--- src/rtl/sots6_walk.sv ---
`timescale 1ns / 1ps
// ----------------------------------------------------------------------------
// sots6_walk: two-pointer search over the sixth-power table
// x rises from 1 and y falls from the limit; each search cycle compares
// x^6 + y^6 against the target and either ends the search or moves one
// pointer, issuing the reads for the next pair in the same cycle.
// ----------------------------------------------------------------------------
module sots6_walk #(
    parameter int unsigned LW = 13,
    parameter int unsigned AW = 12,
    parameter int unsigned PW = 78
) (
    input  logic          aclk,
    input  logic          aresetn,
    input  logic          table_ready,
    input  logic [LW-1:0] limit,
    input  logic          s_valid,
    output logic          s_ready,
    input  logic [63:0]   s_target_low,
    input  logic [63:0]   s_target_high,
    output logic          m_valid,
    input  logic          m_ready,
    output logic          m_found,
    output logic [AW-1:0] rd_addr_x,
    output logic [AW-1:0] rd_addr_y,
    input  logic [PW-1:0] rd_data_x,
    input  logic [PW-1:0] rd_data_y
);

    localparam int unsigned PTW = LW + 1;
    localparam int unsigned SW  = PW + 1;
    localparam int unsigned CW  = (SW > 128) ? SW : 128;

    typedef enum logic [1:0] {
        ST_IDLE,
        ST_RUN,
        ST_DONE
    } walk_state_t;

    walk_state_t    state_reg, state_next;
    logic [PTW-1:0] x_reg, x_next;
    logic [PTW-1:0] y_reg, y_next;
    logic [127:0]   target_reg, target_next;
    logic           hit_reg, hit_next;
    logic           m_valid_reg;
    logic           found_reg;

    logic           in_accept;
    logic           out_free;
    logic [CW-1:0]  pair_sum;
    logic [CW-1:0]  target_ext;
    logic           sum_eq;
    logic           sum_lt;
    logic [PTW-1:0] addr_x_full;
    logic [PTW-1:0] addr_y_full;

    assign s_ready   = table_ready && (state_reg == ST_IDLE);
    assign in_accept = s_valid && s_ready;
    assign out_free  = !m_valid_reg || m_ready;

    // Sum of the two table words against the zero-extended target.
    assign pair_sum   = CW'(rd_data_x) + CW'(rd_data_y);
    assign target_ext = CW'(target_reg);
    assign sum_eq     = (pair_sum == target_ext);
    assign sum_lt     = (pair_sum < target_ext);

    // Pointer update; the table is addressed by the pointers' next values so
    // that the read data lines up with the registered pointers.
    always_comb begin
        state_next  = state_reg;
        x_next      = x_reg;
        y_next      = y_reg;
        target_next = target_reg;
        hit_next    = hit_reg;
        unique case (state_reg)
            ST_IDLE: begin
                if (in_accept) begin
                    target_next = {s_target_high, s_target_low};
                    x_next      = PTW'(1);
                    y_next      = PTW'(limit);
                    hit_next    = 1'b0;
                    if (limit == '0) begin
                        state_next = ST_DONE;
                    end else begin
                        state_next = ST_RUN;
                    end
                end
            end
            ST_RUN: begin
                if (x_reg > y_reg) begin
                    hit_next   = 1'b0;
                    state_next = ST_DONE;
                end else if (sum_eq) begin
                    hit_next   = 1'b1;
                    state_next = ST_DONE;
                end else if (sum_lt) begin
                    x_next = x_reg + PTW'(1);
                end else begin
                    y_next = y_reg - PTW'(1);
                end
            end
            ST_DONE: begin
                if (out_free) begin
                    state_next = ST_IDLE;
                end
            end
            default: begin
                state_next = ST_IDLE;
            end
        endcase
    end

    assign addr_x_full = x_next - PTW'(1);
    assign addr_y_full = y_next - PTW'(1);
    assign rd_addr_x   = addr_x_full[AW-1:0];
    assign rd_addr_y   = addr_y_full[AW-1:0];

    // State, pointers and the output word register.
    always_ff @(posedge aclk) begin
        if (!aresetn) begin
            state_reg   <= ST_IDLE;
            x_reg       <= '0;
            y_reg       <= '0;
            hit_reg     <= 1'b0;
            m_valid_reg <= 1'b0;
            found_reg   <= 1'b0;
        end else begin
            state_reg <= state_next;
            x_reg     <= x_next;
            y_reg     <= y_next;
            hit_reg   <= hit_next;
            if (state_reg == ST_DONE && out_free) begin
                m_valid_reg <= 1'b1;
                found_reg   <= hit_reg;
            end else if (m_ready) begin
                m_valid_reg <= 1'b0;
            end
        end
    end

    // Target word; no reset needed.
    always_ff @(posedge aclk) begin
        target_reg <= target_next;
    end

    assign m_valid = m_valid_reg;
    assign m_found = found_reg;

endmodule
--- config.mk ---
export PLATFORM = sky130hd
export DESIGN_NAME = sots6_walk
export DESIGN_NICKNAME = d
export VERILOG_FILES = /design/src/rtl/sots6_walk.sv
export SDC_FILE = /design/constraint.sdc
export NUM_CORES = 1
export LEC_CHECK = 0
export ABC_CLOCK_PERIOD_IN_PS = 13850
export BUFFER_PORTS_ARGS = -buffer_cell sky130_fd_sc_hd__buf_2
export CORE_MARGIN = 2
export CORE_UTILIZATION = 50
export DETAILED_ROUTE_END_ITERATION = 7
export PLACE_DENSITY = 0.83
export SYNTH_ARGS = -nofsm -noshare
export SYNTH_HDL_FRONTEND = slang
export SYNTH_SLANG_ARGS = --single-unit
--- constraint.sdc ---
create_clock -name aclk -period 13.85 [get_ports aclk]
set_clock_uncertainty 0.15 [all_clocks]
set_input_delay 1.385 -clock aclk [delete_from_list [all_inputs] [get_ports aclk]]
set_output_delay 1.385 -clock aclk [all_outputs]
set_load 0.05 [all_outputs]
# Word level (Yosys, flattened, before mapping)
# Index checks and enable logic that the tools add are counted.
[op_classes]
add_sub_neg = 5
magnitude_cmp = 2
n_eq_ne = 6
mux = 22
reduce_logical = 12
[ops]
columns = ["op", "n"]
rows = [
  ["equality test 79 x 128 -> 1 bit", 1],
  ["< comparator 79 x 128 -> 1 bit", 1],
  ["two-way mux 14 bit", 8],
  ["adder 78 x 78 -> 79 bit", 1],
  ["one-hot mux 14 bit (2 select lines)", 2],
  ["subtractor 12 x 1 -> 12 bit, second input constant", 2],
  ["adder 14 x 1 -> 14 bit, second input constant", 1],
  ["> comparator 14 bit", 1],
  ["subtractor 14 x 1 -> 14 bit, second input constant", 1],
  ["zero test 13 bit", 1],
  ["two-way mux 2 bit", 5],
  ["one-hot mux 2 bit (3 select lines)", 1],
  ["AND reduction 3 bit", 2],
  ["two-way mux 1 bit", 5],
  ["!= test 2 bit, second input constant", 2],
  ["nonzero test 2 bit", 2],
  ["logical AND 1 bit", 3],
  ["!= test 3 bit, second input constant", 1],
  ["equality test 2 x 1 -> 1 bit, second input constant", 1],
  ["equality test 2 bit, second input constant", 1],
  ["zero test 2 bit", 1],
  ["one-hot mux 1 bit (2 select lines)", 1],
  ["AND reduction 2 bit", 1],
  ["zero test 1 bit", 1],
  ["logical OR 1 bit", 1],
]
[totals]
reg_bits = 161
inputBits = 302
output_inout_bits = 27
wordCells = 54

# Longest topological paths before layout
# Gate-level depths: netlist of the first run.
[logic_depth]
ltp_word = 7
ltp_mapped = 29
ltp_nobuf = 28

# Worst setup path before layout of the first run
# Ideal clock, no wire load.
[synth_path]
path_type = "input to output"
from = "input port rd_data_x[0]"
to = "output port rd_addr_y[6]"
arrival_time_ps = 8915
t_required_ps = 12315
setup_slack_ps = 3400
path_stages = 26
n_path_buf = 0
path_cell_list = "ha_1 -> inv_1 -> fa_1 -> nand2b_1 -> a21oi_1 -> nor2_1 -> o21ba_2 -> o41ai_1 -> a31oi_1 -> o41a_1 -> o211ai_1 -> a31oi_1 -> xnor2_1 -> ha_1 -> nand4_2 -> nor3_1 -> a22oi_1 -> o211ai_1 -> o41ai_1 -> a21oi_1 -> nor3b_1 -> a221oi_1 -> ha_1 -> nand2_1 -> nor2_1 -> xor2_1"
[synth_via]
elab_chain_len = 7
elab_cells_between_ends = 8
cone_classes = "2 x add/sub; 1 x order compare; 1 x eq/ne; 4 x mux"
[synth_rtl]
columns = ["element", "line", "rtl"]
rows = [
  ["from (decl)", "26", "input logic [PW-1:0] rd_data_x,"],
  ["adder 78 x 78 -> 79 bit *", "62", "assign pair_sum = CW'(rd_data_x) + CW'(rd_data_y);"],
  ["< comparator 79 x 128 -> 1 bit", "65", "assign sum_lt = (pair_sum < target_ext);"],
  ["two-way mux 14 bit", "96", "end else if (sum_lt) begin"],
  ["two-way mux 14 bit *", "93", "end else if (sum_eq) begin"],
  ["two-way mux 14 bit *", "90", "if (x_reg > y_reg) begin"],
  ["one-hot mux 14 bit (2 select lines) *", "75", "unique case (state_reg)"],
  ["subtractor 12 x 1 -> 12 bit *", "114", "assign addr_y_full = y_next - PTW'(1);"],
  ["to (decl)", "25", "output logic [AW-1:0] rd_addr_y,"],
]
# Every way passes the cells marked *; elsewhere a longest branch is shown, timed or not.

# Worst setup path in the final report of the first run
[layout_path]
from = "input port rd_data_x[0]"
to = "output port rd_addr_y[11]"
# Same word-level chain as after synthesis.

==> summary.md, run 1 <==
| Metric | Value |
|---|---|
| Worst EP arrival | `9390 ps` |
| Hpwl dp | `32000 um` |
| DRC viols | `0` |
| Pwr dens | `112 nW/um^2` |
| Ys async rst share | `0%` |
| Number of global-route vias before repair | `12700` |
| Clock tree sinks | `161` |
| Ys flop type | `edfxtp_1` |
| CTS root buffer | `clkbuf_16` |
| Register area | `4500 um^2` |
| H-tree level count | `4` |
| Final Non-Filler Cells | `2198` |
| Minimum clock period | `10930 ps` |
| Die ar. | `28800 um^2` |
| Netlist cell types | `88` |
| Die W | `170 um` |
| Total grt overflow | `0` |
| Setup TNS | `0 ps` |
| Die height | `170 um` |
| Tot GR Track Use | `27.1%` |
| Reg-to-reg slack, setup | `9740 ps` |
| Max-capacitance violation count | `0` |
| Synth Instances | `1533` |
| Hold slack | `335 ps` |
| Layout net count | `2317` |
| HP Class | `flop to flop` |
| Least-Margin Pin Slew | `1120 ps` |
| Area of the multi-input gates | `8580 um^2` |
| Mean Syn Cell Area | `8.95 um^2` |
| Synthesized area | `13700 um^2` |
| Core area | `27000 um^2` |
| Routed wl met2 | `19300 um` |
| Synth Register Bits | `161` |
| Leak | `7.30 nW` |
| Max clock buf depth | `2` |
| Fmax | `0.0915 GHz` |
| I/O Pins | `329` |
| IO Port Bufs | `328` |
| Via/cell ratio | `6.03` |
| DR pass1 iterations | `6` |
| CTS tree | `yes` |
| CP Data Required Time | `12310 ps` |
| EDFF count, synth | `128` |
| DR top layer | `met4` |
| Clock buffer count from CTS | `17` |
| Peak supply drop | `132 uV` |
| Syn nets | `2011` |
| Max FFs per register | `128` |
| Area grow syn2layout | `18.8%` |
| Status | `finished clean` |
| Share of cells above drive strength 1 | `21.7%` |
| Sequential area share after synthesis | `32.8%` |
| Placed Instances | `2161` |
| Initial Utilization | `50.9%` |
| First-pass GRT wire length | `61900 um` |
| Clk slew on worst S/H paths | `70 ps` |
| Final Max Tran Viols | `0` |
| Skew-Pair Late Insertion Delay | `450 ps` |
| Placer's final routability congestion estimate | `1.02` |
| Post-CTS Resized | `0` |
| CP Launch Type | `input pin` |
| Final Hold Vio Count | `0` |
| Fill count | `2301` |
| # setup viols final | `0` |
| Yosys warns | `0` |
| Vias | `13200` |
| Drt wl/cell | `18.3 um` |
| Fin crit share | `78.9%` |
| Antenna Nets Post-Route | `0` |
| Pin count of the biggest net entering global routing | `100` |
| RSZ-0062 raised after global routing | `no` |
| Post-CTS setup buffers | `0` |
| Critical path peak fanout | `9` |
| Initial drt markers | `1230` |
| Num rows | `60` |
| Hold buffer count at cts | `0` |
| Final WL | `40300 um` |
| Relative slew slack | `24.4%` |
| Met3 wire length | `2820 um` |
| Initial antenna violation count | `5` |
| Critical Path End Type | `output port` |
| Met1 wire length | `16300 um` |
| Total Power | `1.82 mW` |
| Worst setup path category | `input pin to output port` |
==> cells in the mapped netlist (15+ instances only) <==
master	number	area [um^2]
edfxtp_1	128	3840
a21o_1	54	405
xnor2_1	64	561
nand2_1	113	424
nor2_1	108	405
o21ai_0	78	390
dfxtp_1	33	661
nand2b_1	15	93.8
nand4_1	52	325
ha_1	175	2190
nor4_1	34	213
nor3_1	29	145
and2_1	24	150
clkbuf_1	41	154
a21oi_1	132	661
and3_1	15	93.8
nand3_1	39	195
xor2_1	29	254
a31oi_1	20	125
inv_1	121	454
==> layout make-up <==
class	count	area share (%)
Antenna cell	5	0.0768
Clock buffer	17	2.61
Clock inverter	15	1.25
Inverter	121	2.82
Multi-Input combinational cell	1205	52.7
Sequential cell	161	27.7
Tap cell	341	2.62
Timing Repair Buffer	333	10.3
==> worst max-delay path, stage by stage <==
cell      delay [ps]
buf_2             80
ha_1             160
inv_1             60
fa_1             400
nand2b_1         200
a21oi_1          210
nor2_1            80
o21ba_2          250
o41ai_1          810
a31oi_1          320
o41a_1           580
o211ai_1         260
a31oi_1          170
o21ai_0          300
xor2_1           130
ha_1             290
nand4_1          120
nor4_1           600
nand4_1          200
nor2_1           480
o21a_1           250
nor2_1            80
o311a_1          340
nor3_1           660
nand4_1          180
nor4_1           320
xnor2_1          170
buf_2            280
==> where the power goes <==
group          internal, mW  switching, mW  leakage (nW)  total (mW)
Clock                 0.264          0.249         0.302       0.513
Combinational         0.261          0.475          5.54       0.736
Sequential            0.557         0.0118          1.46       0.568
Total                  1.08          0.735          7.30        1.82
==> logic make-up (layout without fill, tap and decap cells) <==
family	after synthesis	count (layout)	synth area share (%)
compound gates	441	441	21.5
xor+xnor	93	93	5.94
fa+ha+maj	176	176	16.1
buf+inv	167	486	4.62
flops	161	161	32.8
mux	6	6	0.447
other cells	0	5	0
simple gates	489	489	18.5
==> metrics by stage <==
| stage | utilization (%) | cell area [um^2] | setup WS (ps) |
|---|---|---|---|
| floorplan | - | 13700 | 3400 |
| global placement | 58.1 | 15600 | 3230 |
| detailed placement | 58.1 | 15600 | 2990 |
| CTS | 60.4 | 16300 | 3000 |
| global route | 60.4 | 16300 | 2380 |
| finish | 60.4 | 16300 | 2920 |
==> cells in the final DEF, fill, tap and decap left out, drive strengths merged, types with 33 or more instances in the layout <==
master  synthesis  final
o21ai          82     82
nand4          54     54
xnor2          64     64
inv           121    129
nor2          108    108
dfxtp          33     33
nor4           37     37
a21oi         134    134
a21o           54     54
edfxtp        128    128
buf             4    333
nand2         113    113
nand3          39     39
ha            175    175
==> routing by layer <==
| layer | track usage, % | vias to the layer above |
|---|---|---|
| li1 | - | 6379 |
| met1 | 32.9 | 6114 |
| met2 | 46.1 | 626 |
| met3 | 4.90 | 127 |
| met4 | 13.8 | 0 |
| met5 | 0 | - |
==> worst paths after layout <==
check,startpoint,to,cells past startpoint
setup / recovery,rd_data_x[0],rd_addr_y[11],28
hold / removal,y_reg[13]$_SDFFE_PN0P_,y_reg[13]$_SDFFE_PN0P_,1
setup reg to reg,target_ext[25]$_DFFE_PP_,x_reg[12]$_SDFFE_PN0P_,12
hold reg to reg,y_reg[13]$_SDFFE_PN0P_,y_reg[13]$_SDFFE_PN0P_,1
Power figures use the tool's default switching activity.
==> run 2, diff against run 1 <==
--- a/config.mk
+++ b/config.mk
@@ -5,7 +5,7 @@
 export SDC_FILE = /design/constraint.sdc
 export NUM_CORES = 1
 export LEC_CHECK = 0
-export ABC_CLOCK_PERIOD_IN_PS = 13850
+export ABC_CLOCK_PERIOD_IN_PS = 11000
 export BUFFER_PORTS_ARGS = -buffer_cell sky130_fd_sc_hd__buf_2
 export CORE_MARGIN = 2
 export CORE_UTILIZATION = 50
==> constraint.sdc (replaced) <==
create_clock -name aclk -period 11 [get_ports aclk]
set_clock_uncertainty 0.15 [all_clocks]
set_input_delay 1.1 -clock aclk [delete_from_list [all_inputs] [get_ports aclk]]
set_output_delay 1.1 -clock aclk [all_outputs]
set_load 0.05 [all_outputs]
==> summary.md, run 2 (synthesis results as in run 1) <==
| Metric | Value |
|---|---|
| Least-Margin Pin Slew | `1210 ps` |
| Status | `finished clean` |
| Comb pwr share | `40.9%` |
| Leak | `7.29 nW` |
| Met1 wire length | `16500 um` |
| Max incr delay on CP | `620 ps` |
| # setup viols final | `0` |
| DR pass1 iterations | `6` |
| Worst EP arrival | `8820 ps` |
| Setup TNS | `0 ps` |
| Worst setup margin | `927 ps` |
| Commonest non-fill, non-tap cells in the layout | `buf_2, ha_1, a21oi_1` |
| Peak supply drop | `209 uV` |
| Placer's final routability congestion estimate | `0.989` |
| Critical path peak fanout | `8` |
| Vias | `13400` |
| Final Max Tran Viols | `0` |
| Buf+Inv Stages, Crit Path | `3` |
| Max-capacitance violation count | `0` |
| Share of cells above drive strength 1 | `21.6%` |
| Register area | `4500 um^2` |
| Hold slack | `331 ps` |
| DR top layer | `met4` |
| Hold depth | `1` |
| Hold buffer count at cts | `0` |
| Clock tree sinks | `161` |
| Drt wl/cell | `18.3 um` |
| Clock Power Share | `27.6%` |
| Commonest non-fill, non-tap cell in the layout | `buf_2` |
| I/O Pins | `329` |
| Switching pwr | `0.931 mW` |
| Die height | `170 um` |
| Max clock buf depth | `2` |
| CP Data Required Time | `9750 ps` |
| Total grt overflow | `0` |
| Reg2Reg Depth | `12` |
| Area grow syn2layout | `18.6%` |
| Pin count of the biggest net entering global routing | `86` |
| Placed Instances | `2160` |
| Via/cell ratio | `6.08` |
| Final Hold Vio Count | `0` |
| Post-CTS Resized | `0` |
| Fill count | `2340` |
| Hpwl dp | `32100 um` |
| Core area | `27000 um^2` |
| IO Port Bufs | `328` |
| Tot GR Track Use | `27.4%` |
| Levels on crit path | `28` |
| Share of power burned in registers | `31.5%` |
| Die ar. | `28800 um^2` |
| Final WL | `40300 um` |
| CP top delay family | `compound AO/OA/AOI/OAI gates` |
| H-tree level count | `4` |
| CP Launch Type | `input pin` |
| Area of the multi-input gates | `8580 um^2` |
| CTS tree | `yes` |
| Clk slew on worst S/H paths | `80 ps` |
| Die W | `170 um` |
| Initial drt markers | `1230` |
| Relative slew slack | `19.1%` |
| Final Non-Filler Cells | `2198` |
| Met3 wire length | `2560 um` |
| Post-CTS setup buffers | `0` |
| CP max stage cell | `or4_4` |
| Fin crit share | `91.6%` |
| Critical Path End Type | `output port` |
| Initial Utilization | `50.9%` |
| Worst setup path category | `input pin to output port` |
| Minimum clock period | `10070 ps` |
| RSZ-0062 raised after global routing | `no` |
| Number of global-route vias before repair | `12800` |
| DRC viols | `0` |
| Routed wl met2 | `19600 um` |
| Total Power | `2.27 mW` |
| Switching fraction of total power | `41.0%` |
| Antenna Nets Post-Route | `0` |
| Layout net count | `2316` |
| Pwr dens | `140 nW/um^2` |
| First-pass GRT wire length | `63000 um` |
| Fmax | `0.0993 GHz` |
| Clock buffer count from CTS | `17` |
| CTS root buffer | `clkbuf_16` |
| HP Class | `flop to flop` |
| Internal | `1.34 mW` |
| Setup WS pre-CTS | `1060 ps` |
| Skew-Pair Late Insertion Delay | `450 ps` |
| Max FFs per register | `128` |
| Initial antenna violation count | `6` |
| Num rows | `60` |
-- run 2: path summary, 6_finish.rpt --
| check | startpoint | end | slack [ps] |
|---|---|---|---|
| worst max-delay path | rd_data_y[0] | rd_addr_x[11] | 930 |
| worst min-delay path | y_reg[13]$_SDFFE_PN0P_ | y_reg[13]$_SDFFE_PN0P_ | 330 |
| worst max register to register | target_ext[11]$_DFFE_PP_ | x_reg[12]$_SDFFE_PN0P_ | 6940 |
| worst min register to register | y_reg[13]$_SDFFE_PN0P_ | y_reg[13]$_SDFFE_PN0P_ | 330 |
-- run 2: power groups by stage --
| stage | combinational [mW] | clock [mW] | sequential, mW |
|---|---|---|---|
| 2_1_floorplan | 0.666 | 0 | 0.730 |
| 5_1_grt | 1.01 | 0.660 | 0.718 |
| 6_report | 0.928 | 0.628 | 0.715 |
| 4_1_cts | 0.918 | 0.631 | 0.715 |
| 3_3_place_gp | 0.889 | 0 | 0.727 |
| 3_5_place_dp | 0.910 | 0 | 0.728 |
-- run 2: layout make-up --
| type | count | share of cell area, % |
|---|---|---|
| Sequential cell | 161 | 27.7 |
| Clock inverter | 15 | 1.15 |
| Antenna cell | 6 | 0.0923 |
| Clock buffer | 17 | 2.62 |
| Inverter | 121 | 2.82 |
| Timing Repair Buffer | 332 | 10.3 |
| Multi-Input combinational cell | 1205 | 52.7 |
| Tap cell | 341 | 2.62 |
-- run 2: per-layer routing --
metal,global-route usage (%),vias to the layer above
li1,-,6383
met1,34.5,6206
met2,47.8,656
met3,3.19,108
met4,11.5,0
met5,0,-
-- run 2: through the flow --
stage          cell area [um^2]  util [%]
2_1_floorplan             13700         -
3_3_place_gp              15600      58.0
3_5_place_dp              15600      58.0
4_1_cts                   16300      60.3
5_1_grt                   16300      60.4
6_report                  16300      60.4
-- run 2: worst register-to-register path: cells and delay by family (launching register included) --
family | cells | cell delay, ps
simple gates | 3 | 1660
flops | 1 | 390
compound gates | 7 | 1460
buf+inv | 1 | 90
fa+ha+maj | 1 | 260
